<file path="src/design/csgsc_pkg.sv">
// ----------------------------------------------------------------------------
// csgsc_pkg: shared types and constants for the CSG ray span combiner
// Beat structs, command and boolean-op codes, and the control/status
// bundles that run between the controller and the datapath.
// ----------------------------------------------------------------------------
package csgsc_pkg;

  localparam int LIST_DEPTH_DEF = 16;
  localparam int DIST_W = 32;
  localparam int TAG_W = 16;
  localparam int CMD_W = 2;
  localparam int OP_W = 2;

  // input commands
  localparam logic [CMD_W-1:0] CMD_APPEND_A = 2'd0;
  localparam logic [CMD_W-1:0] CMD_APPEND_B = 2'd1;
  localparam logic [CMD_W-1:0] CMD_COMBINE = 2'd2;

  // boolean ops; the unused code behaves as union
  localparam logic [OP_W-1:0] OP_UNION = 2'd0;
  localparam logic [OP_W-1:0] OP_INTER = 2'd1;
  localparam logic [OP_W-1:0] OP_DIFF = 2'd2;

  typedef struct packed {
    logic [CMD_W-1:0] command;
    logic signed [DIST_W-1:0] hit_distance;
    logic [TAG_W-1:0] hit_tag;
  } cmd_beat_t;

  typedef struct packed {
    logic signed [DIST_W-1:0] out_distance;
    logic [TAG_W-1:0] out_tag;
    logic out_valid;
    logic out_last;
    logic overflow;
  } res_beat_t;

  typedef struct packed {
    logic signed [DIST_W-1:0] hit_dist;
    logic [TAG_W-1:0] tag;
  } hit_t;

  // controller -> datapath
  typedef struct packed {
    logic append_a;
    logic append_b;
    logic start;
    logic step;
    logic flush;
  } ctl_t;

  // datapath -> controller
  typedef struct packed {
    logic walk_done;
    logic step_blocked;
    logic out_can_load;
  } sts_t;

endpackage

</file>
<file path="src/design/csg_ray_span_combine.sv">
// ----------------------------------------------------------------------------
// csg_ray_span_combine: CSG boolean merge of two ray hit lists
// Loads hits into lists A and B, then merges them under union,
// intersection or difference and streams out the kept boundary hits.
// ----------------------------------------------------------------------------
// Usage:
//   cmd (cmd_valid/cmd_ready, cmd_beat): a beat appends one hit to list A
//   or B, or asks for a combine. cfg_write_en/cfg_write_data set bool_op
//   (0 union, 1 intersection, 2 difference, 3 as union); write it only idle.
//   res (res_valid/res_ready, res_beat): kept hits in distance order, last
//   marked, or one empty beat; overflow flags appends dropped on a full list.
// Sequence:
//   Appends are taken back to back while idle. After a combine is accepted
//   cmd_ready stays low for one merge step per stored hit, for the merge
//   state seeing the walk end, and for the flush that sets the last mark.
//   A kept hit waits in a pending register until the next kept hit or the
//   flush and shows on res the cycle after. A stalled receiver holds the
//   result register and the walk stops at the next kept hit.
// Reset: lists empty, drop flag clear, bool_op union, no result pending.
// ----------------------------------------------------------------------------
module csg_ray_span_combine #(
  parameter int LIST_DEPTH = csgsc_pkg::LIST_DEPTH_DEF
) (
  input  logic                       clk,
  input  logic                       rst,
  input  logic                       cfg_write_en,
  input  logic [csgsc_pkg::OP_W-1:0] cfg_write_data,
  input  logic                       cmd_valid,
  output logic                       cmd_ready,
  input  csgsc_pkg::cmd_beat_t       cmd_beat,
  output logic                       res_valid,
  input  logic                       res_ready,
  output csgsc_pkg::res_beat_t       res_beat
);
  import csgsc_pkg::*;

  ctl_t ctl;
  sts_t sts;

  // sequencer: idle/merge/flush
  csgsc_ctrl u_ctrl (
    .clk       (clk),
    .rst       (rst),
    .cmd_valid (cmd_valid),
    .command   (cmd_beat.command),
    .sts       (sts),
    .cmd_ready (cmd_ready),
    .ctl       (ctl)
  );

  // lists, merge step and result register
  csgsc_dp #(
    .LIST_DEPTH (LIST_DEPTH)
  ) u_dp (
    .clk            (clk),
    .rst            (rst),
    .cfg_write_en   (cfg_write_en),
    .cfg_write_data (cfg_write_data),
    .cmd_beat       (cmd_beat),
    .ctl            (ctl),
    .sts            (sts),
    .res_valid      (res_valid),
    .res_ready      (res_ready),
    .res_beat       (res_beat)
  );

`ifndef ASSERT_OFF
  // an empty combine result is always the final beat
  a_empty_is_last: assert property (@(posedge clk) disable iff (rst)
    res_valid && !res_beat.out_valid |-> res_beat.out_last)
    else $error("empty result beat without last mark");

  // an empty combine result carries zero distance and tag
  a_empty_is_zero: assert property (@(posedge clk) disable iff (rst)
    res_valid && !res_beat.out_valid |-> res_beat.out_distance == '0 &&
      res_beat.out_tag == '0)
    else $error("empty result beat with nonzero payload");

  // the walk never steps past the end of both lists
  a_step_in_range: assert property (@(posedge clk) disable iff (rst)
    ctl.step |-> !sts.walk_done && !sts.step_blocked)
    else $error("merge step issued out of range");

  // a flush puts a beat in the result register and frees the input
  a_flush_result: assert property (@(posedge clk) disable iff (rst)
    ctl.flush |=> res_valid && res_beat.out_last && cmd_ready)
    else $error("flush without final beat");
`endif

endmodule

</file>
<file path="src/design/csgsc_ctrl.sv">
// ----------------------------------------------------------------------------
// csgsc_ctrl: sequencer for the CSG ray span combiner
// Takes command beats, runs the merge walk and the final flush.
// ----------------------------------------------------------------------------
module csgsc_ctrl (
  input  logic                       clk,
  input  logic                       rst,
  input  logic                       cmd_valid,
  input  logic [csgsc_pkg::CMD_W-1:0] command,
  input  csgsc_pkg::sts_t            sts,
  output logic                       cmd_ready,
  output csgsc_pkg::ctl_t            ctl
);
  import csgsc_pkg::*;

  typedef enum logic [2:0] {
    ST_IDLE  = 3'b001,
    ST_MERGE = 3'b010,
    ST_FLUSH = 3'b100
  } state_t;

  state_t state, state_next;

  always_comb begin
    state_next = state;
    cmd_ready = 1'b0;
    ctl = '0;
    case (state)
      ST_IDLE: begin
        cmd_ready = 1'b1;
        if (cmd_valid) begin
          case (command)
            CMD_APPEND_A: ctl.append_a = 1'b1;
            CMD_APPEND_B: ctl.append_b = 1'b1;
            CMD_COMBINE: begin
              ctl.start = 1'b1;
              state_next = ST_MERGE;
            end
            default: ;  // unused code: dropped silently
          endcase
        end
      end
      ST_MERGE: begin
        if (sts.walk_done) begin
          state_next = ST_FLUSH;
        end else if (!sts.step_blocked) begin
          ctl.step = 1'b1;
        end
      end
      ST_FLUSH: begin
        if (sts.out_can_load) begin
          ctl.flush = 1'b1;
          state_next = ST_IDLE;
        end
      end
      default: state_next = ST_IDLE;
    endcase
  end

  always_ff @(posedge clk) begin
    if (rst) begin
      state <= ST_IDLE;
    end else begin
      state <= state_next;
    end
  end

endmodule

</file>
<file path="src/design/csgsc_dp.sv">
// ----------------------------------------------------------------------------
// csgsc_dp: hit lists, merge walk and result register
// Two hit memories with registered heads, the inside flags, one pending
// kept hit (so the last mark can be set) and the output register.
// ----------------------------------------------------------------------------
module csgsc_dp #(
  parameter int LIST_DEPTH = csgsc_pkg::LIST_DEPTH_DEF
) (
  input  logic                       clk,
  input  logic                       rst,
  input  logic                       cfg_write_en,
  input  logic [csgsc_pkg::OP_W-1:0] cfg_write_data,
  input  csgsc_pkg::cmd_beat_t       cmd_beat,
  input  csgsc_pkg::ctl_t            ctl,
  output csgsc_pkg::sts_t            sts,
  output logic                       res_valid,
  input  logic                       res_ready,
  output csgsc_pkg::res_beat_t       res_beat
);
  import csgsc_pkg::*;

  localparam int CNT_W = $clog2(LIST_DEPTH + 1);
  localparam int IDX_W = $clog2(LIST_DEPTH);
  localparam logic [CNT_W-1:0] DEPTH_C = CNT_W'(LIST_DEPTH);

  hit_t list_a [LIST_DEPTH];
  hit_t list_b [LIST_DEPTH];
  hit_t a_head, b_head, pend_hit, sel_hit, in_hit;

  logic [CNT_W-1:0] count_a, count_b, ia, ib, ia_next, ib_next;
  logic [OP_W-1:0] bool_op;
  logic ina, inb, old_in, dropped, pend_valid, res_full;
  logic a_left, b_left, take_a, ina_n, inb_n, now_in, kept, load_out;
  logic wr_a, wr_b;

  assign in_hit = '{hit_dist: cmd_beat.hit_distance, tag: cmd_beat.hit_tag};
  assign wr_a = ctl.append_a && (count_a < DEPTH_C);
  assign wr_b = ctl.append_b && (count_b < DEPTH_C);

  // merge decision on the registered list heads; ties go to B
  assign a_left = ia < count_a;
  assign b_left = ib < count_b;
  assign take_a = a_left && (!b_left || (a_head.hit_dist < b_head.hit_dist));
  assign ina_n = ina ^ take_a;
  assign inb_n = inb ^ !take_a;
  assign sel_hit = take_a ? a_head : b_head;

  always_comb begin
    case (bool_op)
      OP_INTER: now_in = ina_n & inb_n;
      OP_DIFF:  now_in = ina_n & ~inb_n;
      default:  now_in = ina_n | inb_n;
    endcase
  end

  assign kept = now_in != old_in;

  assign sts.walk_done = !a_left && !b_left;
  assign sts.out_can_load = !res_full || res_ready;
  assign sts.step_blocked = kept && pend_valid && !sts.out_can_load;

  assign load_out = (ctl.step && kept && pend_valid) || ctl.flush;

  always_comb begin
    ia_next = ia;
    ib_next = ib;
    if (ctl.start) begin
      ia_next = '0;
      ib_next = '0;
    end else if (ctl.step) begin
      if (take_a) begin
        ia_next = ia + CNT_W'(1);
      end else begin
        ib_next = ib + CNT_W'(1);
      end
    end
  end

  // hit memories: one write port, one registered read port each
  always_ff @(posedge clk) begin
    if (wr_a) begin
      list_a[count_a[IDX_W-1:0]] <= in_hit;
    end
    if (wr_b) begin
      list_b[count_b[IDX_W-1:0]] <= in_hit;
    end
    a_head <= list_a[ia_next[IDX_W-1:0]];
    b_head <= list_b[ib_next[IDX_W-1:0]];
  end

  always_ff @(posedge clk) begin
    if (rst) begin
      count_a <= '0;
      count_b <= '0;
      dropped <= 1'b0;
      bool_op <= OP_UNION;
      ia <= '0;
      ib <= '0;
      ina <= 1'b0;
      inb <= 1'b0;
      old_in <= 1'b0;
      pend_valid <= 1'b0;
      res_full <= 1'b0;
    end else begin
      if (cfg_write_en) begin
        bool_op <= cfg_write_data;
      end
      if (wr_a) begin
        count_a <= count_a + CNT_W'(1);
      end
      if (wr_b) begin
        count_b <= count_b + CNT_W'(1);
      end
      if ((ctl.append_a && !wr_a) || (ctl.append_b && !wr_b)) begin
        dropped <= 1'b1;
      end
      ia <= ia_next;
      ib <= ib_next;
      if (ctl.start) begin
        ina <= 1'b0;
        inb <= 1'b0;
        old_in <= 1'b0;
        pend_valid <= 1'b0;
      end else if (ctl.step) begin
        ina <= ina_n;
        inb <= inb_n;
        old_in <= now_in;
        if (kept) begin
          pend_valid <= 1'b1;
        end
      end
      if (ctl.flush) begin
        count_a <= '0;
        count_b <= '0;
        dropped <= 1'b0;
        pend_valid <= 1'b0;
      end
      if (load_out) begin
        res_full <= 1'b1;
      end else if (res_ready) begin
        res_full <= 1'b0;
      end
    end
  end

  // pending hit and result payload
  always_ff @(posedge clk) begin
    if (ctl.step && kept) begin
      pend_hit <= sel_hit;
    end
    if (ctl.flush) begin
      res_beat.out_distance <= pend_valid ? pend_hit.hit_dist : '0;
      res_beat.out_tag <= pend_valid ? pend_hit.tag : '0;
      res_beat.out_valid <= pend_valid;
      res_beat.out_last <= 1'b1;
      res_beat.overflow <= dropped;
    end else if (load_out) begin
      res_beat.out_distance <= pend_hit.hit_dist;
      res_beat.out_tag <= pend_hit.tag;
      res_beat.out_valid <= 1'b1;
      res_beat.out_last <= 1'b0;
      res_beat.overflow <= dropped;
    end
  end

  assign res_valid = res_full;

endmodule

</file>
<file path="config.mk">
export PLATFORM = sky130hd
export DESIGN_NAME = csg_ray_span_combine
export DESIGN_NICKNAME = d
export VERILOG_FILES = /design/src/design/csgsc_pkg.sv /design/src/design/csg_ray_span_combine.sv /design/src/design/csgsc_ctrl.sv /design/src/design/csgsc_dp.sv
export SDC_FILE = /design/constraint.sdc
export NUM_CORES = 2
export LEC_CHECK = 0
export BUFFER_PORTS_ARGS = -buffer_cell sky130_fd_sc_hd__buf_2
export CORE_MARGIN = 4
export CORE_UTILIZATION = 35
export DETAILED_ROUTE_END_ITERATION = 8
export HOLD_SLACK_MARGIN = 0.05
export SYNTH_ARGS = -nofsm -noshare
export SYNTH_HDL_FRONTEND = slang
export SYNTH_HIERARCHICAL = 1
export SYNTH_SLANG_ARGS = --single-unit
</file>
<file path="constraint.sdc">
create_clock -name clk -period 20.6 [get_ports clk]
set_input_delay 1.03 -clock clk [delete_from_list [all_inputs] [get_ports clk]]
set_output_delay 1.03 -clock clk [all_outputs]
set_load 0.1 [all_outputs]
</file>
Word level (Yosys, flattened, before mapping)
Memory sizes are Yosys's and may differ from the RTL's. A register that Yosys moved wholly into a read port is not among the register bits.
Index checks and enable logic that the tools add are counted.
- word-level logic and storage cells: 116
- bits of input ports: 57
- memories kept: 2
- register bits: 130
- output and inout port bits: 53
- memory bits (writable): 1536
- memory list (name ; words ; width ; read ports ; clocked after memory_dff ; write ports ; line ; RTL):
    u_dp.list_a ; 16 ; 48 ; 1 ; 1 ; 1 ; csgsc_dp.sv:26 ; hit_t list_a [LIST_DEPTH];
    u_dp.list_b ; 16 ; 48 ; 1 ; 1 ; 1 ; csgsc_dp.sv:27 ; hit_t list_b [LIST_DEPTH];
- bitwise logic cells: 7
- $add $sub $neg: 4
- magnitude comparators: 5
- equality and inequality tests: 12
- mux-type cells: 34
- reduce and logical (&&, ||, !) cells: 31
- operators with widths (operator ; number):
    $mux W51 ; 2
    $mux W48 ; 1
    $lt A32 B32 Y1 ; 1
    $mux W32 ; 1
    $mux W4 ; 6
    $add A5 B1 Y5 const B ; 4
    $mux W3 ; 6
    $mux W16 ; 1
    $mux W1 ; 15
    $logic_and A1 B1 Y1 ; 10
    $lt A5 B5 Y1 ; 2
    $lt A5 B5 Y1 const B ; 2
    $pmux W3 S3 ; 1
    $logic_not A1 Y1 ; 7
    $ne A2 B2 Y1 const B ; 3
    $reduce_and A2 Y1 ; 3
    $eq A2 B1 Y1 const B ; 2
    $eq A2 B2 Y1 const B ; 2
    $logic_or A1 B1 Y1 ; 4
    $reduce_and A4 Y1 ; 1
    $reduce_bool A2 Y1 ; 2
    $reduce_or A2 Y1 ; 2
    $eq A3 B1 Y1 const B ; 1
    $eq A3 B2 Y1 const B ; 1
    other kinds (10) ; 13

Logic depth before layout (Yosys ltp)
- depth after elaboration: 20
- depth in mapped cells: 24
- depth with buffers taken out: 20

Cells and area by module
Netlist, hierarchy kept.
- by module, submodules not included (module ; sequential area each (um^2) ; instances ; cells an instance ; area an instance (um^2)):
    csgsc_dp ; 51569.5 ; 1 ; 4890 ; 68986.2
    csgsc_ctrl ; 60.1 ; 1 ; 19 ; 188.9

Worst setup path after synthesis
Ideal clock, no wire load.
- path type: flip-flop to flip-flop
- start point: register, netlist name u_dp/b_head[47]
- end point: register, netlist name u_dp/res_beat[0]
- slack: 13.739 ns
- data required time: 20.196 ns
- period minus slack after synthesis: 6.861 ns
- stages on the path, launching flop included: 16
- arrival time: 6.457 ns
- library setup time: 0.404 ns
- path buffers: 0
- cells stage by stage: dfxtp_1 > inv_1 > ha_1 > nand4_1 > or3_1 > o221a_2 > nand2_4 > o22ai_1 > nor3_1 > o21a_1 > nor4b_1 > nor4_1 > inv_1 > nor3_2 > a21oi_1 > inv_1

==> qor.yml <==
synthTopCellsByArea: "edfxtp_1, nand2_1, nand3_1"
cts.htree.levels: 4
endpoint_kind: "flop"
start_util_pct: 35.3
crit_required_ns: 21.23
fp.dieH_um: 453
async_flop_share_pct: 0
row_count: 162
cts.sinks: 1762
synth_ff_type: "edfxtp_1"
design_area_um2: 78400
slowest_delay_ns: 0.78
drc: 0
hold_depth: 3
hold_violations: 0
critPathArrivalTime_ns: 9.00
postSynthCellCount: 4909
antenna_found_initial: 15
reg2reg_depth: 24
timing.hold.ws_ns: 0.465
grt_max_degree: 157
viasPerCell: 5.51
sw_frac_of_total_pct: 20.3
cts.reportedPaths.clkPinSlew_ns: 0.06
place_area_um2: 72700
crit_top_cell: "buf_4"
globalRouteOverflowTotal: 0
report.final.slew_viol_count: 0
gp_congestion: 0.815
core_area_um2: 196000
avgSynthCellArea_um2: 14.1
clkPwrFrac_pct: 43.8
wl_per_cell_um: 24.4
outcome: "finished, final reports clean"
io_buffers: 109
pwr-share-comb_pct: 1.6
track_usage_pct: 18.0
crit_family: "simple AND/OR/NAND/NOR gates"
seqPwrFrac_pct: 54.6
power_density_nw_per_um2: 91.8
synth_commonest_cells: "edfxtp_1, nand2_1, nand3_1, clkbuf_1, a21oi_1"
ys_seq_elements: 1762
slew_headroom_pct: 16.0
switching_power_mw: 1.46
die_w_um: 453
max_cap_viol_count: 0
cts_resized: 0
yosysSeqAreaShare_pct: 74.6
synth_most_common_cell: "edfxtp_1"
tightest_slew_ns: 1.26
ys_warn_count: 6
drtPass1Iterations: 6
netlist_area_um2: 69200
post-route-period-util_pct: 40.6
finalWorstPathRequiredPeriod_ns: 8.37
cp-start-kind: "flop"
cell_internal_pwr_mw: 5.73
nNetsFinal: 5051
cts_tree: "yes"
ant_nets: 0
hold_buffers: 0
yosys.area.top_type: "edfxtp_1"
rsz0062_at_grt: "false"
dieArea_um2: 205000
skew_ns: 0.0310
peakVddDrop_uv: 88.0
synth.top_cell.area_share_pct: 70.9
critical_path_buf_inv_count: 6
tns_ns: 0
crit_chain: "inv_1 > ha_1 > nand2_1 > nor4_2 > o311ai_0 > buf_4 > a311o_1 > o22ai_1 > nor3_1 > nor3_1 > nor4b_1 > nor4_1 > inv_1 > nor2_1 > and4b_1 > a221oi_2 > buf_4 > mux2i_4 > buf_4 > buf_12 > mux2i_1 > o22ai_1 > a31oi_1 > nand3_1"
clock.fmax_ghz: 0.119
clock_latency_ns: 0.83
grt_pass1_vias: 40800
cp.depth: 24
numCtsBuffers: 177
utilization_pct: 40.0
power.leakage_nw: 25.7
syn_nets: 5016
cpMaxStageDelayCell: "mux2i_4"
crit_type: "reg2reg"
cp_max_fo: 150
synthDistinctLibCells: 72
io_pins: 110
drive_gt1_share_pct: 11.4
hp-class: "in2reg"
dp_hpwl_um: 99100
synth_edf_count: 1634
finalWirelength_um: 188000
place_ws_ns: 12.36
setup_viol: 0
cts_post_setup_buffers_inserted: 0
drt_iter0_drc: 4106
syn_to_final_growth_pct: 13.3
root_buffer: "clkbuf_16"
num_vias: 42600
clock_path_buffers: 3
grt_pass1_wl_um: 278000
setup_slack_ns: 12.23
==> registers in the layout (all words and copies together) (netlist names) <==
signal           cells
u_dp/count_a         5
u_dp/old_in          1
u_dp/ib              5
u_ctrl/state         3
u_dp/a_head         48
u_dp/pend_hit       48
u_dp/b_head         48
u_dp/dropped         1
u_dp/inb             1
u_dp/pend_valid      1
u_dp/res_beat       51
u_dp/ia              5
u_dp/count_b         5
u_dp/ina             1
u_dp/list_a        768
u_dp/res_valid       1
u_dp/list_b        768
u_dp/bool_op         2
==> worst min-delay path: cells and delay by family <==
kind / cells / cell delay (ns)
and+or+nand+nor: 1 / 0.07
muxes: 1 / 0.05
buffers and inverters: 1 / 0.07
==> power by group through the flow <==
stage          Clock [mW]  Sequential [mW]  Combinational, mW
2_1_floorplan           0             4.00             0.0407
3_3_place_gp            0             4.00              0.113
3_5_place_dp            0             4.00              0.116
4_1_cts              3.21             3.92              0.117
5_1_grt              3.36             3.92              0.126
6_report             3.15             3.92              0.115
==> per-layer routing <==
metal | GRT usage, % | share of wire (%) | wire length (µm)
met3 | 2.96 | 7.1 | 13300
met4 | 5.57 | 3.0 | 5590
met1 | 24.9 | 43 | 80100
met2 | 29.0 | 47 | 89100
met5 | 0 | 0.039 | 74
==> worst paths after layout <==
kind / startpoint / slack [ns] / endpoint
worst max-delay path: u_dp/b_head[31] / 12.23 / u_dp/a_head[23]
worst min register to register: u_dp/res_beat[1] / 0.47 / u_dp/res_beat[1]
worst max register to register: u_dp/b_head[31] / 12.23 / u_dp/a_head[23]
worst min-delay path: cfg_write_data[1] / 0.46 / u_dp/bool_op[1]
==> stage by stage <==
stage | total power [mW] | cells
4_1_cts | 7.25 | 7716
6_report | 7.19 | 7721
3_3_place_gp | 4.11 | 7389
5_1_grt | 7.41 | 7716
2_1_floorplan | 4.04 | 4909
3_5_place_dp | 4.12 | 7389
==> cell families (layout without fill, tap and decap cells) <==
logic type               after synthesis  after routing  share of synthesized area [%]
flip-flops                          1762           1762                           74.6
AND/OR/NAND/NOR                     1586           1586                           10.3
AO/OA/AOI/OAI                        899            899                           8.48
buffers and inverters                395            578                           2.51
multiplexers                         201            201                           3.00
adder cells (fa/ha/maj)               50             50                          0.904
XOR/XNOR                              16             16                          0.203
other                                  0              5                              0
==> placed cells by master (no fill, tap or decap), types with 8 or more instances in the layout <==
cell / count
a21oi_1: 218
nor3_1: 11
mux2_2: 49
buf_2: 109
edfxtp_1: 1634
nand2b_1: 9
clkbuf_8: 17
nand2_1: 802
nor2_1: 49
clkinv_1: 30
ha_1: 50
nand3_1: 531
and2_1: 49
buf_4: 89
dfxtp_1: 128
nor3_2: 8
a32o_1: 48
o211ai_1: 49
clkbuf_1: 44
clkinv_2: 29
o21ai_0: 198
nor4_1: 51
o22ai_1: 51
nor2_4: 26
a221o_1: 48
bufinv_16: 8
mux2i_1: 147
a31oi_1: 51
a211oi_1: 195
clkbuf_16: 181
xnor2_1: 11
inv_1: 49
==> area by class of cell <==
cell class / instances / area (µm²)
fillers: 18000 / 117000
flip-flops and latches: 1762 / 51600
multi-input cells: 2752 / 16300
clock buffers: 242 / 4930
well taps: 2624 / 3280
repair buffers: 201 / 1270
clock inverters: 85 / 788
inverters: 50 / 188
diodes: 5 / 12.5
(Power assumes the default switching activity.)
